**src/hw/rtl/gpc_pkg.sv**
```systemverilog
// ----------------------------------------------------------------------------
// gpc_pkg
// Shared widths and parameter defaults for the grid path counter.
// ----------------------------------------------------------------------------
package gpc_pkg;

  // Field widths of the input and result words.
  localparam int ROWS_W  = 10;
  localparam int COLS_W  = 11;
  localparam int COUNT_W = 64;

  // Default grid limits.
  localparam int MAX_ROWS_DEF = 512;
  localparam int MAX_COLS_DEF = 1024;

endpackage

```
**src/hw/rtl/gpc_ctrl.sv**
```systemverilog
// ----------------------------------------------------------------------------
// gpc_ctrl
// Sequencer and adder: fills the row buffer with ones, then sweeps it
// row by row with a read, add and write-back pipeline when the grid is wider and taller than one.
// ----------------------------------------------------------------------------
module gpc_ctrl #(
  parameter int MAX_ROWS = gpc_pkg::MAX_ROWS_DEF,
  parameter int MAX_COLS = gpc_pkg::MAX_COLS_DEF,
  parameter int AW       = (MAX_COLS > 1) ? $clog2(MAX_COLS) : 1
) (
  input  logic                        clk,
  input  logic                        rst,
  // Input channel.
  input  logic                        in_valid,
  output logic                        in_stall,
  input  logic [gpc_pkg::ROWS_W-1:0]  rows,
  input  logic [gpc_pkg::COLS_W-1:0]  cols,
  // Result channel.
  output logic                        out_valid,
  input  logic                        out_stall,
  output logic [gpc_pkg::COUNT_W-1:0] path_count,
  // Row buffer.
  output logic                        wr_en,
  output logic [AW-1:0]               wr_addr,
  output logic [gpc_pkg::COUNT_W-1:0] wr_data,
  output logic                        rd_en,
  output logic [AW-1:0]               rd_addr,
  input  logic [gpc_pkg::COUNT_W-1:0] rd_data
);

  localparam int RW = $clog2(MAX_ROWS + 1);
  localparam int CW = $clog2(MAX_COLS + 1);

  localparam logic [2:0] ST_IDLE  = 3'd0;
  localparam logic [2:0] ST_INIT  = 3'd1;
  localparam logic [2:0] ST_CALC  = 3'd2;
  localparam logic [2:0] ST_DRAIN = 3'd3;
  localparam logic [2:0] ST_DONE  = 3'd4;

  logic [2:0]                  state;
  logic [RW-1:0]               rows_q;
  logic [CW-1:0]               cols_q;
  logic [RW-1:0]               r;
  logic [CW-1:0]               c;
  logic [gpc_pkg::COUNT_W-1:0] left;
  logic [gpc_pkg::COUNT_W-1:0] result;

  // Read-to-write pipeline stage.
  logic                        v1;
  logic [AW-1:0]               a1;
  logic                        first1;
  logic                        last1;
  logic                        hit;
  logic [gpc_pkg::COUNT_W-1:0] hit_data;

  logic [31:0]                 rows_w;
  logic [31:0]                 cols_w;
  logic [RW-1:0]               rows_c;
  logic [CW-1:0]               cols_c;
  logic                        in_acc;
  logic                        out_free;
  logic                        col_last;
  logic                        row_last;
  logic [gpc_pkg::COUNT_W-1:0] above;
  logic [gpc_pkg::COUNT_W-1:0] sum;

  // Saturate the requested size to the grid limits.
  assign rows_w = 32'(rows);
  assign cols_w = 32'(cols);
  assign rows_c = (rows_w > 32'(MAX_ROWS)) ? RW'(MAX_ROWS) : RW'(rows_w);
  assign cols_c = (cols_w > 32'(MAX_COLS)) ? CW'(MAX_COLS) : CW'(cols_w);

  assign in_stall = (state != ST_IDLE);
  assign in_acc   = in_valid && !in_stall;
  assign out_free = !out_valid || !out_stall;
  assign col_last = (c == cols_q - CW'(1));
  assign row_last = (r == rows_q - RW'(1));

  // Take the entry just written when the read hit the same address.
  assign above = hit ? hit_data : rd_data;
  assign sum   = (first1 ? gpc_pkg::COUNT_W'(1) : left) + above;

  // Memory access: fill writes during the init pass, writes back sums later.
  always_comb begin
    wr_en   = 1'b0;
    wr_addr = c[AW-1:0];
    wr_data = gpc_pkg::COUNT_W'(1);
    if (state == ST_INIT) begin
      wr_en = 1'b1;
    end else if (v1) begin
      wr_en   = 1'b1;
      wr_addr = a1;
      wr_data = sum;
    end
    rd_en   = (state == ST_CALC);
    rd_addr = c[AW-1:0];
  end

  // Forwarding capture and the pipeline stage.
  always_ff @(posedge clk) begin
    if (rst) begin
      v1 <= 1'b0;
    end else begin
      v1 <= rd_en;
    end
    hit      <= rd_en && wr_en && (rd_addr == wr_addr);
    hit_data <= wr_data;
    a1       <= rd_addr;
    first1   <= (c == CW'(1));
    last1    <= col_last && row_last;
    if (v1) begin
      left <= sum;
    end
  end

  // Sequencer.
  always_ff @(posedge clk) begin
    if (rst) begin
      state <= ST_IDLE;
    end else begin
      case (state)
        ST_IDLE: begin
          if (in_acc) begin
            rows_q <= rows_c;
            cols_q <= cols_c;
            c      <= '0;
            if (rows_c == '0 || cols_c == '0) begin
              result <= '0;
              state  <= ST_DONE;
            end else begin
              state <= ST_INIT;
            end
          end
        end
        ST_INIT: begin
          if (col_last) begin
            if (rows_q == RW'(1) || cols_q == CW'(1)) begin
              result <= gpc_pkg::COUNT_W'(1);
              state  <= ST_DONE;
            end else begin
              c     <= CW'(1);
              r     <= RW'(1);
              state <= ST_CALC;
            end
          end else begin
            c <= c + CW'(1);
          end
        end
        ST_CALC: begin
          if (col_last) begin
            c <= CW'(1);
            r <= r + RW'(1);
            if (row_last) begin
              state <= ST_DRAIN;
            end
          end else begin
            c <= c + CW'(1);
          end
        end
        ST_DRAIN: begin
          if (v1 && last1) begin
            result <= sum;
            state  <= ST_DONE;
          end
        end
        ST_DONE: begin
          if (out_free) begin
            state <= ST_IDLE;
          end
        end
        default: begin
          state <= ST_IDLE;
        end
      endcase
    end
  end

  // Output word register.
  always_ff @(posedge clk) begin
    if (rst) begin
      out_valid <= 1'b0;
    end else if (state == ST_DONE && out_free) begin
      out_valid <= 1'b1;
    end else if (!out_stall) begin
      out_valid <= 1'b0;
    end
  end

  always_ff @(posedge clk) begin
    if (state == ST_DONE && out_free) begin
      path_count <= result;
    end
  end

endmodule

```
**config.mk**
```make
export PLATFORM = sky130hd
export DESIGN_NAME = gpc_ctrl
export DESIGN_NICKNAME = d
export VERILOG_FILES = /design/src/hw/rtl/gpc_pkg.sv /design/src/hw/rtl/gpc_ctrl.sv
export SDC_FILE = /design/constraint.sdc
export NUM_CORES = 1
export LEC_CHECK = 0
export BUFFER_PORTS_ARGS = -buffer_cell sky130_fd_sc_hd__buf_2
export CAP_MARGIN = 20
export CORE_AREA = 2 2 221 223
export CTS_BUF_LIST = sky130_fd_sc_hd__clkbuf_2
export DETAILED_ROUTE_END_ITERATION = 8
export DIE_AREA = 0 0 223 225
export GPL_TIMING_DRIVEN = 0
export PLACE_DENSITY = 0.61
export SYNTH_ARGS = -nofsm -noshare
export SYNTH_HDL_FRONTEND = slang
export SYNTH_SLANG_ARGS = --single-unit
```
**constraint.sdc**
```tcl
create_clock -name clk -period 12.16 [get_ports clk]
set_clock_uncertainty 0.1 [all_clocks]
set_input_delay 0.608 -clock clk [delete_from_list [all_inputs] [get_ports clk]]
set_output_delay 0.608 -clock clk [all_outputs]
set_load 0.02 [all_outputs]
```
==> out/results.ini, run 1 <==
[synthesis]
synth_warnings = 0
syn_area_sq_mm = 0.0166
synth_compound_area_share_pct = 11.5
synthSimpleGateAreaFrac_pct = 17.0
yosys.area.top_type = edfxtp_1
synthXorXnorAreaFrac_pct = 4.60
synth_top_flop_cell = edfxtp_1
synth_top_family_by_area = simple AND/OR/NAND/NOR gates
synth_nets = 1715
muxShareOfSynthArea_pct = 5.00
yosysSeqAreaShare_pct = 52.3
synth_cell_types = 78
yosys-top-cells-area = edfxtp_1, dfxtp_1, ha_1, mux2_2, nor2_1
ys_ff_latch = 316
yosysTopAreaCellShare_pct = 42.4
synth_most_common_cell = edfxtp_1
syn_inst = 1555
async_flop_share_pct = 0
syn_area_per_cell_sq_um = 10.7
synth_common_cells = edfxtp_1, nor2_1, nor2b_1, a21oi_1, inv_1
synthAdderAreaFrac_pct = 5.41
synth-edff-count = 234

[finish]
finalNonFillerCells = 2617
fillers = 4698
finalNetCount = 2092
syn_to_final_growth_pct = 20.5
drive_above_1_share_pct = 24.8

[floorplan]
start_util_pct = 34.9
rows = 80
io_pins = 241
dieArea_sq_mm = 0.0502
die_h_um = 225
die_w_um = 223
core-area_sq_mm = 0.0475

[power_and_ir_drop]
finalPower_w = 0.00225
p_sw_share_pct = 27.9
p_int_w = 0.00162
p_seq_share_pct = 52.4
powerDensity_mw_per_mm2 = 113
max-vdd-ir-drop_v = 0.0000697
clkPwrFrac_pct = 35.8
power_switching_w = 0.000627
p_leak_nw = 8.23
share_comb_of_total_power_pct = 11.8

[global_route]
grt_pass1_wl_um = 71700
grt_max_degree = 44
overflow = 0
antenna_found_initial = 7
grt_use_total_pct = 18.6
grt_pass1_vias = 13100

[worst_setup_path]
crit_fanout = 10
required_ns = 11.45
end_kind = primary output
critical_path_class = flip-flop to primary output
crit_arrival_ns = 6.89
r2r_slack_ns = 6.35
worstSetupStartpointType = flip-flop

[clock_network]
clock_sinks = 316
h-tree-depth = 3
clock_latency_ns = 1.08
root_buffer = clkbuf_2
tritoncts = built
cts_buffers = 84
post_cts_buffers = 0
clk_pin_slew_ns = 0.12
clockBufferDepth = 3

[drt]
via_per_inst = 5.08
antenna_left = 0
wl_per_cell_um = 17.9
drc = 0
vias = 13300
first_pass_iters = 5
routed_wl_um = 46900
drt_iter0_drc = 825

[timing]
setup_tns_ns = 0
whs_ns = 0.172
hold_viol = 0
fmax_ghz = 0.132
period_minus_slack_ns = 7.59
fin_crit_sh_pct = 62.4
tightest_slew_ns = 1.09
slew_headroom_pct = 27.2
setup_viol = 0
rsz0062_at_grt = false
slew_violations = 0

[placed_design]
dp_hpwl_um = 35200
gp_congestion = 0.899
dp_cells = 2425
placement.io_buffers = 239

[worst_hold_path]
hold_class = primary input to flip-flop

[run]
cap_viol_max_count = 0

[status]
outcome = finished clean

[cell type report]
class / instances / area (sq um) / area share, %
sequential: 316 / 8670 / 43.4
buffer: 83 / 358 / 1.79
antenna: 2 / 5.00 / 0.0251
multi-input combinational: 1069 / 7250 / 36.3
inverter: 87 / 327 / 1.64
tap: 615 / 769 / 3.85
clock buffer: 131 / 656 / 3.28
timing repair buffer: 291 / 1750 / 8.76
clock inverter: 23 / 179 / 0.896
[logic make-up after synthesis]
kind of cell	count (synthesis)
xor gates and xnor gates	87
adders and majority gates	71
DFF	316
buffers and inverters	170
AOI/OAI and AO/OA	287
and+or+nand+nor	549
muxes	75
[critical path, cell delays in order (launching register included)]
cell and delay [ns]:
dfxtp_1 0.34, clkbuf_1 0.46, buf_8 0.23, clkbuf_1 0.61, mux2_2 0.42, ha_1 0.24
inv_1 0.08, fa_1 0.21, nor2b_1 0.08, o311a_1 0.31, o211ai_1 0.30, nand3_1 0.26
a31oi_1 0.55, o41ai_2 0.29, a31o_2 0.29, buf_2 0.19, a41oi_2 0.30, mux2i_1 0.39
buf_2 0.24
[worst paths after layout]
| check | start | depth (start not counted) | to |
|---|---|---|---|
| setup / recovery | hit | 18 | wr_data[56] |
| hold / removal | rd_data[3] | 5 | left[3] |
| setup reg to reg | hit | 17 | hit_data[56] |
| hold reg to reg | result[11] | 0 | path_count[11] |
[registers in the layout (all words and copies together) (netlist names)]
signal      cells
last1           1
first1          1
path_count     64
rows_q         10
v1              1
c              11
cols_q         11
r              10
state           3
result         64
hit             1
left           64
out_valid       1
hit_data       64
a1             10
[placed cells by master, fill, tap and decap left out, types with 70 or more instances in the layout]
master	netlist	layout
nand2_1	86	86
nor2_1	159	159
a21oi_1	88	87
ha_1	70	70
clkbuf_2	1	132
dfxtp_1	82	81
edfxtp_1	234	234
buf_2	6	245
nor2b_1	91	91
inv_1	87	87
[metrics by stage]
stage	cell area, sq um	util [%]	setup WS, ns
finish	20000	42.0	4.57
global route	20000	42.0	4.17
CTS	20000	42.0	4.52
detailed placement	18800	39.5	5.72
global placement	18500	39.0	-2.75
floorplan	16600	-	3.06
[power by group through the flow]
| stage | Combinational [W] | Clock (W) | Sequential (W) |
|---|---|---|---|
| after floorplan | 0.000182 | 0 | 0.00120 |
| after global placement | 0.000248 | 0 | 0.00120 |
| after detailed placement | 0.000255 | 0 | 0.00120 |
| after CTS | 0.000265 | 0.000838 | 0.00118 |
| after global routing | 0.000295 | 0.000890 | 0.00118 |
| final | 0.000266 | 0.000805 | 0.00118 |
[layer usage]
layer	up-vias	part of all wire, %	global-route usage [%]
met5	-	0.13	0
met4	10	3.0	7.86
met3	97	7.7	4.97
met2	515	46	30.0
met1	6241	43	23.6
li1	6433	-	-
[repair_timing]
item	CTS	global route
hold buffers	36	0
gates resized for setup	0	0
endpoints found under the hold margin	47	0
(Power assumes the default switching activity.)
==> run 2: changes to the inputs <==
- ABC_AREA: not set -> 1
- CORE_AREA: 2 2 221 223 -> 2 2 227 229
- DIE_AREA: 0 0 223 225 -> 0 0 229 231
- PLACE_DENSITY: 0.61 -> 0.63
- clock period: 12.16 -> 6.4 ns (I/O delays scaled with it)
==> run 2 against run 1 <==
Effect of this change: sequential cell count unchanged; global-route usage increased by 2.9 points; largest cell class unchanged; critical path depth decreased by 3; register-to-register slack got worse by 4.5 ns; critical endpoint is now wr_data[59]; highest routed layer is now met4; worst setup slack got worse by 3.9 ns; cell count increased by 26%; power increased to 2.9 times the previous value.
==> out/results.ini, run 2 <==
[floorplan]
core-area_sq_mm = 0.0507  ; +6.6%
die_w_um = 229  ; +2.7%
die_h_um = 231  ; +2.7%
dieArea_sq_mm = 0.0529  ; +5.4%
rows = 83  ; +3.8%
start_util_pct = 34.6  ; -0.21 points
io_pins = 241  ; unchanged

[clock_network]
clk_pin_slew_ns = 0.10  ; -0.02 ns
h-tree-depth = 3  ; unchanged
clock_sinks = 316  ; unchanged
root_buffer = clkbuf_2
clock_latency_ns = 1.08  ; about the same
clockBufferDepth = 3  ; unchanged
cts_buffers = 86  ; +2.4%
tritoncts = built

[synthesis]
synth_cell_types = 51  ; -35%
synth_most_common_cell = nor2_1
synth_top_flop_cell = edfxtp_1
syn_area_sq_mm = 0.0176  ; +5.9%
syn_inst = 2067  ; +33%
synthXorXnorAreaFrac_pct = 3.48  ; -1.1 points
synthAdderAreaFrac_pct = 5.10  ; -0.30 points
syn_area_per_cell_sq_um = 8.49  ; -20%
synth_warnings = 0  ; unchanged
synth_common_cells = nor2_1, inv_1, nand2_1, edfxtp_1, a21oi_1
yosysSeqAreaShare_pct = 49.4  ; -2.9 points
ys_ff_latch = 316  ; unchanged
yosys.area.top_type = edfxtp_1
muxShareOfSynthArea_pct = 4.04  ; -0.96 points
yosys-top-cells-area = edfxtp_1, dfxtp_1, nor2_1, inv_1, nand2_1
synthSimpleGateAreaFrac_pct = 21.4  ; +4.4 points
synth_top_family_by_area = simple AND/OR/NAND/NOR gates
synth-edff-count = 234  ; unchanged
async_flop_share_pct = 0  ; unchanged
synth_compound_area_share_pct = 7.51  ; -4.0 points
yosysTopAreaCellShare_pct = 40.0  ; -2.4 points
synth_nets = 2227  ; +30%

[global_route]
antenna_found_initial = 2  ; -5
overflow = 0  ; unchanged
grt_pass1_vias = 15400  ; +17%
grt_use_total_pct = 21.5  ; +2.9 points
grt_max_degree = 65  ; +48%
grt_pass1_wl_um = 86400  ; +20%

[timing]
slew_violations = 0  ; unchanged
whs_ns = 0.155  ; -0.0172 ns
slew_headroom_pct = 25.2  ; -2.0 points
rsz0062_at_grt = false
period_minus_slack_ns = 5.77
hold_viol = 0  ; unchanged
layout_setup_ws_ns = 0.629  ; -3.94 ns
fin_crit_sh_pct = 90.2
tightest_slew_ns = 1.12  ; +0.0303 ns
fmax_ghz = 0.173
setup_viol = 0  ; unchanged

[power_and_ir_drop]
p_int_w = 0.00390  ; +140%
powerDensity_mw_per_mm2 = 294  ; +160%
clkPwrFrac_pct = 22.6  ; -13 points
share_comb_of_total_power_pct = 35.7  ; +24 points
power_switching_w = 0.00256  ; +310%
p_seq_share_pct = 41.7  ; -11 points
max-vdd-ir-drop_v = 0.000222  ; +220%
finalPower_w = 0.00645  ; +190%
p_leak_nw = 10.0  ; +22%
p_sw_share_pct = 39.6  ; +12 points

[finish]
layout_commonest_cell = nor2_1
fillers = 5138  ; +9.4%
syn_to_final_growth_pct = 25.2
final_cell_mix = nor2_1, inv_1, nand2_1
finalNonFillerCells = 3292  ; +26%
finalNetCount = 2701  ; +29%
drive_above_1_share_pct = 20.4  ; -4.4 points
post-route-util_pct = 43.4  ; +1.4 points

[worst_hold_path]
hold_end = path_count[1]
hold_path_depth = 3  ; -2
hold_class = primary input to flip-flop
min_from = out_stall

[placed_design]
gp_congestion = 0.974  ; +8.3%
placement.io_buffers = 240  ; +0.42%
dp_cells = 3000  ; +24%
dp_hpwl_um = 43900  ; +25%
pre_cts_ws_ns = 1.28  ; -4.44 ns

[worst_setup_path]
critical_path_class = flip-flop to primary output
worstSetupStartpointType = flip-flop
r2r_slack_ns = 1.84  ; -4.51 ns
r2r_end = hit_data[63]
crit_fanout = 10  ; unchanged
crit_arrival_ns = 5.35  ; -1.54 ns
end_kind = primary output
r2r_cells = 15  ; -2
required_ns = 5.98  ; -5.47 ns
regToRegStartpoint = hit

[drt]
wl_per_cell_um = 17.3  ; -3.7%
first_pass_iters = 5  ; unchanged
drt_iter0_drc = 963  ; +17%
antenna_left = 0  ; unchanged
via_per_inst = 4.64  ; -8.7%
routed_wl_um = 56900  ; +21%
vias = 15300  ; +15%
drc = 0  ; unchanged

[status]
outcome = finished clean

[run]
cap_viol_max_count = 0  ; unchanged

## run 2: worst max path at each step
stage,startpoint,endpoint
floorplan,v1,result[0]
global placement,v1,result[37]
detailed placement,hit,wr_data[59]
CTS,hit,wr_data[50]
global route,hit,wr_data[54]
finish,hit,wr_data[59]
## run 2: power groups by stage
stage / Clock, W / Combinational (W) / Sequential (W)
final: 0.00146 / 0.00230 / 0.00269
after global routing: 0.00163 / 0.00255 / 0.00272
after CTS: 0.00153 / 0.00230 / 0.00269
after detailed placement: 0 / 0.00221 / 0.00274
after global placement: 0 / 0.00210 / 0.00279
after floorplan: 0 / 0.00143 / 0.00273
## run 2: cells by family after synthesis
group,Yosys count
fa+ha+maj,71
xor+xnor,68
compound gates,239
simple gates,897
mux,63
flops,316
buf+inv,413
## run 2: worst max-delay path, stage by stage, from the launching register on
cell and delay, ns:
dfxtp_1 0.36, clkbuf_2 0.44, clkbuf_1 0.62, mux2_2 0.42, ha_1 0.36, nand3_1 0.10
nand3_1 0.15, nand2_1 0.07, nand3_1 0.16, a21oi_1 0.20, o21ai_1 0.50, nand3_1 0.30
nand3b_1 0.18, nand2_1 0.13, nor2_1 0.14, buf_2 0.19
## run 2: timing repair
item,in CTS,in global routing
buffers inserted,0,0
hold buffers,133,0
hold endpoints to repair,365,0
resized for setup,0,3
endpoints found under the setup margin,0,8
## run 2: stage by stage
step | TNS [ns] | cell area, sq um
4_1_cts | 0 | 22000
3_5_place_dp | 0 | 19900
3_3_place_gp | -223.07 | 19600
2_1_floorplan | 0 | 17600
6_report | 0 | 22000
5_1_grt | 0 | 22000
## run 2: layout make-up
| type | instances | area, sq um | area share [%] |
|---|---|---|---|
| Tap cell | 680 | 851 | 3.87 |
| Sequential cell | 316 | 8670 | 39.5 |
| Clock inverter | 22 | 115 | 0.524 |
| Clock buffer | 135 | 676 | 3.07 |
| Antenna cell | 2 | 5.00 | 0.0228 |
| Buffer | 43 | 211 | 0.962 |
| Inverter | 370 | 1390 | 6.32 |
| Timing Repair Buffer | 386 | 2740 | 12.4 |
| Multi-Input combinational cell | 1338 | 7330 | 33.3 |
## run 2: metal layers
layer	global-route usage, %	up-vias	wire [um]
met3	4.50	77	3200
li1	-	7661	-
met1	26.9	7121	25200
met2	36.5	406	27200
met4	7.65	0	1320
met5	0	-	0
==> run 3: changes to the inputs <==
- CTS_CLUSTER_DIAMETER: not set -> 150
- REMOVE_ABC_BUFFERS: not set -> 1
==> run 3 against run 2 <==
Effect of this change: cell count decreased by 1.1%; die area unchanged; sequential cell count unchanged; maximum frequency decreased by 3.1%; hold slack improved by 0.053 ns; power decreased by 2.1%; global-route usage decreased by 1.4 points; core utilization decreased by 0.23 points; highest routed layer is now met5.
==> out/results.ini, run 3 (same netlist as run 2, synthesis figures left out) <==
[status]
outcome = finished clean

[clock_network]
tritoncts = built
clockBufferDepth = 3  ; unchanged
clock_sinks = 316  ; unchanged
clock_latency_ns = 1.06  ; -0.02 ns
root_buffer = clkbuf_2
clk_pin_slew_ns = 0.10  ; about the same
cts_buffers = 85  ; -1.2%
h-tree-depth = 3  ; unchanged

[drt]
drc = 0  ; unchanged
first_pass_iters = 5  ; unchanged
routed_wl_um = 53300  ; -6.2%
vias = 15100  ; -1.1%
via_per_inst = 4.64  ; about the same
wl_per_cell_um = 16.4  ; -5.2%
drt_iter0_drc = 744  ; -23%
antenna_left = 0  ; unchanged

[worst_setup_path]
regToRegStartpoint = first1
required_ns = 5.98  ; about the same
worstSetupStartpointType = flip-flop
critPathBufInv = 5  ; +2
critical_path_class = flip-flop to primary output
critPathTopFamily = buffers and inverters
r2r_cells = 19  ; +4
r2r_end = left[60]
crit_fanout = 40  ; +30
crit_path_max_incr_delay_ns = 0.59  ; -0.03 ns
crit_top_cell = nand2_1
slowest_stage = dlygate4sd3_1
crit_arrival_ns = 5.54  ; +0.19 ns
worstPathCellList = buf_12 > or2_2 > ha_1 > inv_1 > fa_1 > o21ai_2 > nand2_1 > nand2_2 > nand2_1 > nand2_1 > nand3_1 > nand2_1 > nand3b_1 > nand2_1 > nand2_1 > dlygate4sd3_1 > nand2_1 > dlygate4sd3_1 > nor2_1 > buf_2
r2r_slack_ns = 1.81  ; -0.03 ns
end_kind = primary output

[timing]
setup_tns_ns = 0  ; unchanged
setup_viol = 0  ; unchanged
slew_headroom_pct = 38.0  ; +13 points
rsz0062_at_grt = false
tightest_slew_ns = 0.926  ; -0.197 ns
slew_violations = 0  ; unchanged
period_minus_slack_ns = 5.96  ; +0.187 ns
hold_viol = 0  ; unchanged
fin_crit_sh_pct = 93.1  ; +2.9 points
fmax_ghz = 0.168  ; -3.1%

[finish]
finalNetCount = 2667  ; -1.3%
drive_above_1_share_pct = 20.4  ; about the same
fillers = 5175  ; +0.72%
finalNonFillerCells = 3256  ; -1.1%
layout_commonest_cell = nor2_1
syn_to_final_growth_pct = 24.5
final_cell_mix = nor2_1, inv_1, nand2_1

[placed_design]
placement.io_buffers = 240  ; unchanged
dp_cells = 2961  ; -1.3%
gp_congestion = 0.934  ; -4.2%
dp_hpwl_um = 39900  ; -9.0%

[worst_hold_path]
hold_class = primary input to flip-flop
hold_path_depth = 4  ; +1
hold_end = left[0]
min_from = rd_data[0]

[floorplan]
core-area_sq_mm = 0.0507  ; unchanged
die_w_um = 229  ; unchanged
io_pins = 241  ; unchanged
rows = 83  ; unchanged
start_util_pct = 34.6  ; unchanged
die_h_um = 231  ; unchanged
dieArea_sq_mm = 0.0529  ; unchanged

[power_and_ir_drop]
p_sw_share_pct = 39.3  ; -0.29 points
max-vdd-ir-drop_v = 0.000233  ; +5.0%
powerDensity_mw_per_mm2 = 289  ; -1.6%
p_seq_share_pct = 42.7  ; +1.0 points
share_comb_of_total_power_pct = 34.5  ; -1.2 points
p_leak_nw = 9.96  ; -0.58%
power_switching_w = 0.00248  ; -2.8%
p_int_w = 0.00383  ; -1.6%
clkPwrFrac_pct = 22.7  ; about the same

[global_route]
antenna_found_initial = 5  ; +3
grt_max_degree = 65  ; unchanged
grt_pass1_vias = 15300  ; -0.85%
grt_use_total_pct = 20.1  ; -1.4 points
grt_pass1_wl_um = 82500  ; -4.5%
overflow = 0  ; unchanged

[run]
cap_viol_max_count = 0  ; unchanged

run 3: worst max-delay path by stage:
stage / startpoint / end / slack (ns) / depth (start not counted)
global placement: v1 / result[40] / -8.01 / 6
detailed placement: hit / wr_data[59] / 2.15 / 14
CTS: first1 / wr_data[60] / 0.05 / 20
floorplan: v1 / result[0] / -2.62 / 6
finish: first1 / wr_data[60] / 0.44 / 20
global route: first1 / wr_data[60] / 0.04 / 20
run 3: repair_timing:
action	in CTS	in global routing
hold buffers	135	0
resized for setup	0	1
endpoints found under the setup margin	0	1
setup buffers	0	4
endpoints found under the hold margin	347	0
run 3: layer usage:
layer	GRT usage (%)	routed length [um]
met3	5.27	3770
met1	23.9	22300
met2	34.6	25700
met4	8.10	1570
met5	0	26
run 3: worst min-delay path, stage by stage:
cell	delay (ns)
dlygate4sd3_1	0.52
buf_2	0.12
mux2_2	0.15
ha_1	0.14
run 3: through the flow:
stage	util (%)	hold slack, ns	cell area (sq um)	power, W	worst slack (ns)
6_report	43.1	0.208	21900	0.00632	0.443
5_1_grt	43.1	0.0942	21900	0.00677	0.0364
4_1_cts	43.0	0.0282	21800	0.00640	0.0545
3_5_place_dp	38.8	0.305	19700	0.00484	2.15
3_3_place_gp	38.3	0.301	19400	0.00481	-8.01
2_1_floorplan	-	0.289	17300	0.00412	-2.62
run 3: final cells by class:
cell class                      instances  area [sq um]  area share, %
Clock inverter                         24           126          0.578
Multi-Input combinational cell       1338          7330           33.5
Sequential cell                       316          8680           39.7
Antenna cell                            3          7.51         0.0343
Tap cell                              680           851           3.89
Inverter                              370          1390           6.35
Timing Repair Buffer                  396          2840           13.0
Clock buffer                          129           646           2.95
run 3: power groups by stage:
stage / registers [W] / logic, W / clock network [W]
floorplan: 0.00278 / 0.00134 / 0
global placement: 0.00281 / 0.00200 / 0
detailed placement: 0.00275 / 0.00209 / 0
CTS: 0.00270 / 0.00219 / 0.00151
global route: 0.00273 / 0.00243 / 0.00161
finish: 0.00270 / 0.00218 / 0.00144
